[config.mk]
export PLATFORM = sky130hd
export DESIGN_NAME = sliding_window_maximum_unit
export DESIGN_NICKNAME = d
export VERILOG_FILES = /design/src/rtl/swm_pkg.sv /design/src/rtl/swm_deque_mem.sv /design/src/rtl/sliding_window_maximum_unit.sv
export SDC_FILE = /design/constraint.sdc
export NUM_CORES = 2
export LEC_CHECK = 0
export BUFFER_PORTS_ARGS = -buffer_cell sky130_fd_sc_hd__buf_2
export CAP_MARGIN = 25
export CORE_UTILIZATION = 65
export DETAILED_ROUTE_END_ITERATION = 10
export MAX_ROUTING_LAYER = met4
export PLACE_DENSITY = 0.81
export SLEW_MARGIN = 20
export SYNTH_ARGS = -nofsm -noshare
export SYNTH_HDL_FRONTEND = slang
export SYNTH_SLANG_ARGS = --single-unit
[constraint.sdc]
create_clock -name clk -period 9.15 [get_ports clk]
set_input_delay 0.915 -clock clk [delete_from_list [all_inputs] [get_ports clk]]
set_output_delay 0.915 -clock clk [all_outputs]
set_load 0.1 [all_outputs]
[src/rtl/swm_pkg.sv]
// Shared constants and types for the sliding window maximum unit.
package swm_pkg;

    localparam int WINDOW_MAX_DEF   = 64;
    localparam int SAMPLE_WIDTH_DEF = 32;
    localparam int CFG_WIDTH        = 7;

    typedef enum logic [2:0] {
        ST_IDLE,
        ST_HEAD_REQ,
        ST_HEAD_CHK,
        ST_TAIL_REQ,
        ST_TAIL_CHK,
        ST_PUSH,
        ST_OUT_REQ,
        ST_OUT_LOAD
    } swm_state_t;

endpackage

[src/rtl/swm_deque_mem.sv]
// Deque storage: value and position per entry, one write and one registered read port.
module swm_deque_mem
    import swm_pkg::*;
#(
    parameter int WINDOW_MAX   = WINDOW_MAX_DEF,
    parameter int SAMPLE_WIDTH = SAMPLE_WIDTH_DEF,
    parameter int AW           = (WINDOW_MAX > 1) ? $clog2(WINDOW_MAX) : 1,
    parameter int PW           = $clog2(2 * WINDOW_MAX)
)
(
    input  logic                    clk,
    input  logic                    wr_en,
    input  logic [AW-1:0]           wr_addr,
    input  logic [SAMPLE_WIDTH-1:0] wr_value,
    input  logic [PW-1:0]           wr_pos,
    input  logic                    rd_en,
    input  logic [AW-1:0]           rd_addr,
    output logic [SAMPLE_WIDTH-1:0] rd_value,
    output logic [PW-1:0]           rd_pos
);

    logic [SAMPLE_WIDTH-1:0] value_mem [WINDOW_MAX];
    logic [PW-1:0]           pos_mem   [WINDOW_MAX];

    always_ff @(posedge clk)
    begin
        if (wr_en)
        begin
            value_mem[wr_addr] <= wr_value;
            pos_mem[wr_addr]   <= wr_pos;
        end
    end

    always_ff @(posedge clk)
    begin
        if (rd_en)
        begin
            rd_value <= value_mem[rd_addr];
            rd_pos   <= pos_mem[rd_addr];
        end
    end

endmodule

[src/rtl/sliding_window_maximum_unit.sv]
// Sliding window maximum unit: top level with deque sequencer and output register.
//
// Usage: samples enter on the in_valid/in_ready channel with sample and last_in.
// Once window_len samples of the current stream have arrived, each sample yields
// one item on out_valid/out_ready: window_max of the last window_len samples,
// with last_out set on the item caused by the stream's final sample. A stream
// shorter than the window gives no items. last_in clears the stream state.
// window_len is written through cfg_wr_en/cfg_wr_data, by the user only while
// the unit is idle (the block does not enforce it); zero acts as 1, values
// above WINDOW_MAX act as WINDOW_MAX. Sequence: after acceptance a sample runs
// head read and check states until the head entry is young enough, tail read and
// check states until the tail entry is not popped, then push, output read and
// output load; a deque that runs empty skips the remaining checks, and a sample
// with no result returns to idle from the output read. The deque memory has one
// read port with registered data, so each drop or pop costs a read state and a
// check state. Each sample pops at most once amortized. in_ready is high only
// while the sequencer is idle. A finished item waits in the output register; the
// next sample is still taken, and the sequencer holds only when it must load a
// new item while the previous one is not yet taken. Reset empties the deque,
// clears out_valid and sets window_len to 1; memory contents need no clearing.
module sliding_window_maximum_unit
    import swm_pkg::*;
#(
    parameter int WINDOW_MAX   = WINDOW_MAX_DEF,
    parameter int SAMPLE_WIDTH = SAMPLE_WIDTH_DEF
)
(
    input  logic                    clk,
    input  logic                    rst_n,
    input  logic                    cfg_wr_en,
    input  logic [CFG_WIDTH-1:0]    cfg_wr_data,
    input  logic                    in_valid,
    output logic                    in_ready,
    input  logic [SAMPLE_WIDTH-1:0] sample,
    input  logic                    last_in,
    output logic                    out_valid,
    input  logic                    out_ready,
    output logic [SAMPLE_WIDTH-1:0] window_max,
    output logic                    last_out
);

    localparam int AW = (WINDOW_MAX > 1) ? $clog2(WINDOW_MAX) : 1;
    localparam int CW = $clog2(WINDOW_MAX + 1);
    localparam int PW = $clog2(2 * WINDOW_MAX);

    localparam logic [AW-1:0] PTR_LAST = AW'(WINDOW_MAX - 1);
    localparam logic [PW-1:0] POS_LAST = PW'(2 * WINDOW_MAX - 1);
    localparam logic [PW:0]   POS_MOD  = (PW + 1)'(2 * WINDOW_MAX);
    localparam logic [CW-1:0] CNT_MAX  = CW'(WINDOW_MAX);

    swm_state_t state_reg, state_next;

    logic [CFG_WIDTH-1:0]    window_len_reg;
    logic [SAMPLE_WIDTH-1:0] sample_reg;
    logic                    last_reg;
    logic [CW-1:0]           win_reg;
    logic [AW-1:0]           head_reg, head_next;
    logic [AW-1:0]           tail_reg, tail_next;
    logic [CW-1:0]           count_reg, count_next;
    logic [PW-1:0]           pos_reg, pos_next;
    logic [CW-1:0]           seen_reg, seen_next;

    logic                    out_valid_reg, out_valid_next;
    logic [SAMPLE_WIDTH-1:0] window_max_reg;
    logic                    last_out_reg;

    logic                    mem_wr_en;
    logic                    mem_rd_en;
    logic [AW-1:0]           mem_rd_addr;
    logic [SAMPLE_WIDTH-1:0] rd_value;
    logic [PW-1:0]           rd_pos;

    logic [31:0]             wl32;
    logic [31:0]             eff32;
    logic [CW-1:0]           win_eff;
    logic [PW:0]             age;
    logic                    head_old;
    logic                    tail_pop;
    logic                    produce;
    logic                    out_load;
    logic                    finish;
    logic                    accept;
    logic [AW-1:0]           tail_prev;

    assign accept = in_valid && in_ready;

    assign wl32    = 32'(window_len_reg);
    assign eff32   = (wl32 == 32'd0) ? 32'd1 :
                     (wl32 > 32'(WINDOW_MAX)) ? 32'(WINDOW_MAX) : wl32;
    assign win_eff = eff32[CW-1:0];

    assign age = (pos_reg >= rd_pos) ? ({1'b0, pos_reg} - {1'b0, rd_pos})
                                     : ({1'b0, pos_reg} + POS_MOD - {1'b0, rd_pos});
    assign head_old  = 32'(age) >= 32'(win_reg);
    assign tail_pop  = $signed(rd_value) <= $signed(sample_reg);
    assign produce   = (seen_reg >= win_reg) && (count_reg != '0);
    assign out_load  = (state_reg == ST_OUT_LOAD) && (!out_valid_reg || out_ready);
    assign finish    = out_load || ((state_reg == ST_OUT_REQ) && !produce);
    assign tail_prev = (tail_reg == '0) ? PTR_LAST : tail_reg - 1'b1;

    // next state
    always_comb
    begin
        state_next = state_reg;
        unique case (state_reg)
            ST_IDLE:     if (accept) state_next = ST_HEAD_REQ;
            ST_HEAD_REQ: state_next = (count_reg == '0) ? ST_PUSH : ST_HEAD_CHK;
            ST_HEAD_CHK: state_next = head_old ? ST_HEAD_REQ : ST_TAIL_REQ;
            ST_TAIL_REQ: state_next = (count_reg == '0) ? ST_PUSH : ST_TAIL_CHK;
            ST_TAIL_CHK: state_next = tail_pop ? ST_TAIL_REQ : ST_PUSH;
            ST_PUSH:     state_next = ST_OUT_REQ;
            ST_OUT_REQ:  state_next = produce ? ST_OUT_LOAD : ST_IDLE;
            ST_OUT_LOAD: if (out_load) state_next = ST_IDLE;
            default:     state_next = ST_IDLE;
        endcase
    end

    // sequencer outputs
    always_comb
    begin
        in_ready    = 1'b0;
        mem_wr_en   = 1'b0;
        mem_rd_en   = 1'b0;
        mem_rd_addr = head_reg;
        unique case (state_reg)
            ST_IDLE:     in_ready = 1'b1;
            ST_HEAD_REQ: mem_rd_en = (count_reg != '0);
            ST_TAIL_REQ:
            begin
                mem_rd_en   = (count_reg != '0);
                mem_rd_addr = tail_prev;
            end
            ST_PUSH:     mem_wr_en = (count_reg < CNT_MAX);
            ST_OUT_REQ:  mem_rd_en = produce;
            default:     ;
        endcase
    end

    // deque pointers and stream counters
    always_comb
    begin
        head_next  = head_reg;
        tail_next  = tail_reg;
        count_next = count_reg;
        pos_next   = pos_reg;
        seen_next  = seen_reg;
        if (state_reg == ST_HEAD_CHK && head_old)
        begin
            head_next  = (head_reg == PTR_LAST) ? '0 : head_reg + 1'b1;
            count_next = count_reg - 1'b1;
        end
        if (state_reg == ST_TAIL_CHK && tail_pop)
        begin
            tail_next  = tail_prev;
            count_next = count_reg - 1'b1;
        end
        if (state_reg == ST_PUSH)
        begin
            if (count_reg < CNT_MAX)
            begin
                tail_next  = (tail_reg == PTR_LAST) ? '0 : tail_reg + 1'b1;
                count_next = count_reg + 1'b1;
            end
            pos_next = (pos_reg == POS_LAST) ? '0 : pos_reg + 1'b1;
            if (seen_reg < CNT_MAX)
                seen_next = seen_reg + 1'b1;
        end
        if (finish && last_reg)
        begin
            head_next  = '0;
            tail_next  = '0;
            count_next = '0;
            pos_next   = '0;
            seen_next  = '0;
        end
    end

    always_comb
    begin
        out_valid_next = out_valid_reg;
        if (out_load)
            out_valid_next = 1'b1;
        else if (out_ready)
            out_valid_next = 1'b0;
    end

    always_ff @(posedge clk or negedge rst_n)
    begin
        if (!rst_n)
        begin
            state_reg      <= ST_IDLE;
            window_len_reg <= CFG_WIDTH'(1);
            head_reg       <= '0;
            tail_reg       <= '0;
            count_reg      <= '0;
            pos_reg        <= '0;
            seen_reg       <= '0;
            out_valid_reg  <= 1'b0;
        end
        else
        begin
            state_reg     <= state_next;
            head_reg      <= head_next;
            tail_reg      <= tail_next;
            count_reg     <= count_next;
            pos_reg       <= pos_next;
            seen_reg      <= seen_next;
            out_valid_reg <= out_valid_next;
            if (cfg_wr_en)
                window_len_reg <= cfg_wr_data;
        end
    end

    always_ff @(posedge clk)
    begin
        if (accept)
        begin
            sample_reg <= sample;
            last_reg   <= last_in;
            win_reg    <= win_eff;
        end
        if (out_load)
        begin
            window_max_reg <= rd_value;
            last_out_reg   <= last_reg;
        end
    end

    swm_deque_mem #(
        .WINDOW_MAX   (WINDOW_MAX),
        .SAMPLE_WIDTH (SAMPLE_WIDTH),
        .AW           (AW),
        .PW           (PW)
    ) u_deque_mem (
        .clk      (clk),
        .wr_en    (mem_wr_en),
        .wr_addr  (tail_reg),
        .wr_value (sample_reg),
        .wr_pos   (pos_reg),
        .rd_en    (mem_rd_en),
        .rd_addr  (mem_rd_addr),
        .rd_value (rd_value),
        .rd_pos   (rd_pos)
    );

    assign out_valid  = out_valid_reg;
    assign window_max = window_max_reg;
    assign last_out   = last_out_reg;

    a_count_bound: assert property (@(posedge clk) disable iff (!rst_n)
        count_reg <= CNT_MAX)
        else $error("deque entry count above depth");

    a_push_nonempty: assert property (@(posedge clk) disable iff (!rst_n)
        (state_reg == ST_PUSH) |=> (count_reg != '0))
        else $error("deque empty after push");

    a_busy_after_accept: assert property (@(posedge clk) disable iff (!rst_n)
        accept |=> !in_ready)
        else $error("new item taken while sequencer busy");

    a_load_only_when_free: assert property (@(posedge clk) disable iff (!rst_n)
        (out_valid_reg && !out_ready && state_reg == ST_OUT_LOAD)
            |=> (state_reg == ST_OUT_LOAD))
        else $error("result dropped while output register full");

    a_seen_bound: assert property (@(posedge clk) disable iff (!rst_n)
        seen_reg <= CNT_MAX)
        else $error("sample count above window limit");

endmodule

==> impl_results.html <==
<table>
<tr><th>Metric</th><th>Value</th></tr>
<tr><th colspan="2">Timing</th></tr>
<tr><td>Post-route fraction of the period consumed by the critical path</td><td>65.32%</td></tr>
<tr><td>Post-Route Setup TNS</td><td>0 ns</td></tr>
<tr><td>Crit path time final</td><td>5.976 ns</td></tr>
<tr><td>Max frequency</td><td>approximately 0.17 GHz</td></tr>
<tr><td>Number of max-slew violations in the final report</td><td>0</td></tr>
<tr><td>Finish-stage setup viols</td><td>0</td></tr>
<tr><td>Worst Tran Pin Value</td><td>roughly 1.2 ns</td></tr>
<tr><td>Unrepaired setup endpoints after global routing</td><td>no</td></tr>
<tr><td>Worst path setup slack after routing</td><td>3.174 ns</td></tr>
<tr><td>Hold violation count in the final report</td><td>0</td></tr>
<tr><td>Rel. slew slack</td><td>18.68%</td></tr>
<tr><td>Setup skew after layout</td><td>0.03567 ns</td></tr>
<tr><th colspan="2">Finish</th></tr>
<tr><td>Post-layout utilization of the core</td><td>72.87%</td></tr>
<tr><td>Most common cell after layout, fill and taps aside</td><td>edfxtp_1</td></tr>
<tr><td>Growth of design area from synthesis to finish</td><td>10.82%</td></tr>
<tr><td>Largest register FFs</td><td>2048</td></tr>
<tr><td>Biggest regs</td><td>u_deque_mem.value_mem x2048, u_deque_mem.pos_mem x448</td></tr>
<tr><td>Fill cell total of the finished layout</td><td>9200</td></tr>
<tr><td>Final net count</td><td>7545</td></tr>
<tr><td>Largest register by flop count</td><td>u_deque_mem.value_mem</td></tr>
<tr><td>Share of layout cells above drive strength 1</td><td>about a tenth</td></tr>
<tr><td>Cell area after layout</td><td>117400 µm²</td></tr>
<tr><td>Top library cells by usage in the layout, fill and taps aside</td><td>edfxtp_1 (2608), nand2_1 (1854), mux2i_1 (462)</td></tr>
<tr><th colspan="2">Pwr</th></tr>
<tr><td>Cell-internal power</td><td>24.12 mW</td></tr>
<tr><td>Power share of the clock group</td><td>roughly a quarter</td></tr>
<tr><td>Power Density</td><td>326.7 nW/µm²</td></tr>
<tr><td>Switching share of power</td><td>roughly 37%</td></tr>
<tr><td>Max IR drop VDD</td><td>0.3683 mV</td></tr>
<tr><td>Reported leakage power</td><td>40.67 nW</td></tr>
<tr><td>Sequential group share of total power</td><td>38.7%</td></tr>
<tr><td>Power share of the combinational group</td><td>roughly a third</td></tr>
<tr><td>Net load switching power</td><td>14.24 mW</td></tr>
<tr><th colspan="2">Floorplanning</th></tr>
<tr><td>Ports placed on the boundary</td><td>80</td></tr>
<tr><td>Core box area</td><td>roughly 160000 µm²</td></tr>
<tr><td>Area of the die</td><td>164600 µm²</td></tr>
<tr><td>Die W</td><td>between 400 and 500 µm</td></tr>
<tr><td>Initial standard-cell utilization of the core</td><td>between 60% and 70%</td></tr>
<tr><td>Rows</td><td>147</td></tr>
<tr><td>Height of the die</td><td>405.7 µm</td></tr>
<tr><th colspan="2">Clock network</th></tr>
<tr><td>Number of levels the H-tree was split into</td><td>4</td></tr>
<tr><td>TritonCTS clock tree</td><td>built</td></tr>
<tr><td>Deepest clock path buffer count</td><td>3</td></tr>
<tr><td>CTS clock-pin slew for the worst setup and hold paths</td><td>0.07 ns</td></tr>
<tr><td>Insertion delay of the later-clocked pin in the worst-skew pair</td><td>0.91 ns</td></tr>
<tr><td>Number of clock sinks</td><td>2652</td></tr>
<tr><td>Post-CTS setup buffer count</td><td>0</td></tr>
<tr><td>Number of buffers created by CTS</td><td>239</td></tr>
<tr><td>Buffer cell driving the clock tree root</td><td>clkbuf_16</td></tr>
<tr><th colspan="2">Synth</th></tr>
<tr><td>Fraction of the mapped netlist area in compound gates</td><td>5.134%</td></tr>
<tr><td>Number of distinct library cells after synthesis</td><td>64</td></tr>
<tr><td>Dominant cell type by area after synthesis</td><td>edfxtp_1</td></tr>
<tr><td>Post-synthesis share of cell area spent on full adders, half adders and majority gates</td><td>0.7275%</td></tr>
<tr><td>Count of flip-flops with a built-in enable after synthesis</td><td>approximately 2600</td></tr>
<tr><td>Proportion of netlist area held by the largest area contributor</td><td>73.92%</td></tr>
<tr><td>Largest family of logic cells by synthesized area</td><td>simple AND/OR/NAND/NOR gates</td></tr>
<tr><td>Proportion of synthesized area in mux cells</td><td>5.076%</td></tr>
<tr><td>Dominant synthesized flop cell</td><td>edfxtp_1</td></tr>
<tr><td>Post-synthesis register bit count</td><td>2652</td></tr>
<tr><td>Synth Area per Inst</td><td>14.30 µm²</td></tr>
<tr><td>Total standard cell area after synthesis</td><td>105900 µm²</td></tr>
<tr><td>Syn Inst Count</td><td>roughly 7400</td></tr>
<tr><td>Post-Synthesis Net Count</td><td>7514</td></tr>
<tr><td>Fraction of synthesis flops using an asynchronous set or reset pin</td><td>1.659%</td></tr>
<tr><td>Biggest area contributors in the synthesized netlist</td><td>edfxtp_1 (74%), nand2_1 (6.6%), mux2i_1 (4.4%), nand3_1 (1.9%), a311oi_1 (1.9%)</td></tr>
<tr><td>Share of synthesized cell area in and, or, nand and nor gates</td><td>11.77%</td></tr>
<tr><td>Xor/xnor cell area share of the yosys netlist</td><td>0.1736%</td></tr>
<tr><td>Share of the yosys chip area belonging to registers</td><td>74.96%</td></tr>
<tr><td>YS warnings</td><td>0</td></tr>
<tr><th colspan="2">Critical path</th></tr>
<tr><td>Critical path peak fanout</td><td>between 100 and 150</td></tr>
<tr><td>R2R depth</td><td>10</td></tr>
<tr><td>Crit path kind</td><td>register to register</td></tr>
<tr><td>Kind of cell with the highest combined delay on the critical path</td><td>multiplexers</td></tr>
<tr><td>Largest stage delay on the critical path</td><td>approximately 0.86 ns</td></tr>
<tr><td>Critical path's slowest cell</td><td>buf_4</td></tr>
<tr><td>Setup crit start kind</td><td>register</td></tr>
<tr><td>Critical path arrival</td><td>6.64 ns</td></tr>
<tr><td>Startpoint of the worst register-to-register path</td><td>state_reg[2]</td></tr>
<tr><td>Data required time at the worst endpoint</td><td>9.81 ns</td></tr>
<tr><td>Crit-path most repeated cell</td><td>mux2i_1</td></tr>
<tr><td>Worst reg2reg setup slack</td><td>3.17 ns</td></tr>
<tr><td>Category of the worst setup path capture point</td><td>register</td></tr>
<tr><td>CP Cell Sequence</td><td>nand3b_1, mux2i_4, buf_12, buf_4, mux2i_1, mux2i_1, mux2i_1, mux2i_1, a22o_1, or3_1</td></tr>
<tr><td>CP bufs+invs</td><td>2</td></tr>
<tr><td>Reg2Reg Capture Point</td><td>u_deque_mem.rd_pos[6]</td></tr>
<tr><th colspan="2">Global routing</th></tr>
<tr><td>Via count of the first global-routing pass</td><td>65330</td></tr>
<tr><td>Remaining Overflow, GRT</td><td>0</td></tr>
<tr><td>Global Route Usage Sum</td><td>37.81%</td></tr>
<tr><td>Antenna violations before repair</td><td>26</td></tr>
<tr><td>Maximum number of pins on one net before global-route repair</td><td>160</td></tr>
<tr><td>First-pass GRT wire length</td><td>around 430000 µm</td></tr>
<tr><th colspan="2">Drt</th></tr>
<tr><td>Routed Antenna Nets</td><td>0</td></tr>
<tr><td>Post-route DRC violation count</td><td>0</td></tr>
<tr><td>TritonRoute pass-1 iters</td><td>7</td></tr>
<tr><td>Via density per instance</td><td>6.979</td></tr>
<tr><td>Final WL</td><td>between 300000 and 400000 µm</td></tr>
<tr><td>Violation count after the first detailed-routing iteration</td><td>13780</td></tr>
<tr><td>Post-detailed-route wirelength per cell</td><td>30.96 µm</td></tr>
<tr><td>Number of vias in the routed layout</td><td>68590</td></tr>
<tr><th colspan="2">Place</th></tr>
<tr><td>Post-placement setup slack</td><td>3.488 ns</td></tr>
<tr><td>Half-perimeter wire length of the detailed placement result</td><td>147800 µm</td></tr>
<tr><td>Weighted congestion at the end of routability-driven global placement</td><td>0.8936</td></tr>
<tr><td>IO Port Bufs</td><td>79</td></tr>
<tr><td>Instance area at placement</td><td>109200 µm²</td></tr>
<tr><th colspan="2">Min path</th></tr>
<tr><td>Number of instances on the worst hold path</td><td>1</td></tr>
<tr><td>Terminating pin of the worst hold path</td><td>sample_reg[26]</td></tr>
<tr><td>Min-delay worst type</td><td>primary input to register</td></tr>
<tr><td>HP Start</td><td>sample[26]</td></tr>
<tr><th colspan="2">Job</th></tr>
<tr><td>Number of maximum-capacitance constraint violations</td><td>0</td></tr>
<tr><th colspan="2">Run status</th></tr>
<tr><td>Result of the run</td><td>finished, final reports clean</td></tr>
</table>
timing repair:
item | CTS | global route
resized for setup | 0 | 0
endpoints found under the hold margin | 16 | 0
hold buffers | 1 | 0
final cells by class:
type                    count  area, µm²  share of cell area [%]
well taps                2160       2703                   2.302
multi-input cells        4221      24900                   21.21
clock buffers             295       6284                   5.352
diodes                     20      50.05                 0.04263
repair buffers            265       2135                   1.818
clock inverters           155       1685                   1.435
flip-flops and latches   2652      79430                   67.65
inverters                  60      225.2                  0.1918
cells by family (layout without fill, tap and decap cells):
logic type,after synthesis,in the layout
adders and majority gates,61,61
AOI/OAI and AO/OA,765,765
buffers and inverters,535,775
and+or+nand+nor,2873,2873
DFF,2652,2652
xor gates and xnor gates,21,21
muxes,501,501
other,0,20
synth_stat cells, types with 11 or more instances:
master    count
nor3_1      113
dfrtp_1      43
nand2_1    1860
inv_1        60
xnor2_1      13
buf_2        61
a211oi_1     32
a21oi_1     144
buf_6        24
clkbuf_1    335
o21ai_0      42
ha_1         60
o221ai_1     58
a22o_1       11
mux4_2       28
a311oi_1    229
nor4_1       32
nand4_1      15
or3_1        20
and3_1      262
o22ai_1      55
buf_1        49
or4_1        28
edfxtp_1   2608
nor2_1      108
mux2i_1     463
nand3_1     401
a31oi_1     141
through the flow:
stage	hold WS [ns]	cells	power, mW
floorplan	0.4264	7408	24.05
global placement	0.5032	9347	27.21
detailed placement	0.4921	9349	27.62
CTS	0.1404	9800	37.75
global route	0.1683	9824	39.39
finish	0.1833	9828	38.36
routing by layer:
layer  up-vias  wire (µm)  global-route usage, %
met5         -          0                      -
li1      27950          -                      -
met4         0      17630                  19.34
met3      1219      50350                  11.40
met1     33010     100700                  49.13
met2      6405     135700                  54.38
worst max path at each step:
| stage | slack [ns] | depth (start not counted) | start | endpoint |
|---|---|---|---|---|
| final | 3.17 | 10 | state_reg[2] | u_deque_mem.rd_pos[6] |
| after CTS | 3.43 | 10 | state_reg[2] | u_deque_mem.rd_pos[6] |
| after floorplan | 4.81 | 3 | state_reg[2] | last_reg |
| after global routing | 3.13 | 10 | state_reg[2] | u_deque_mem.rd_pos[6] |
| after detailed placement | 3.49 | 10 | state_reg[2] | u_deque_mem.rd_pos[6] |
| after global placement | 3.63 | 10 | state_reg[2] | u_deque_mem.rd_pos[0] |
power groups by stage:
stage,logic [mW],registers [mW],clock network (mW)
after floorplan,8.84,15.2,0
after global placement,12.2,15.0,0
after detailed placement,12.6,15.1,0
after CTS,12.8,14.8,10.2
after global routing,14.0,14.8,10.6
final,13.3,14.8,10.2
No activity file was read; power rests on OpenSTA's default activity.
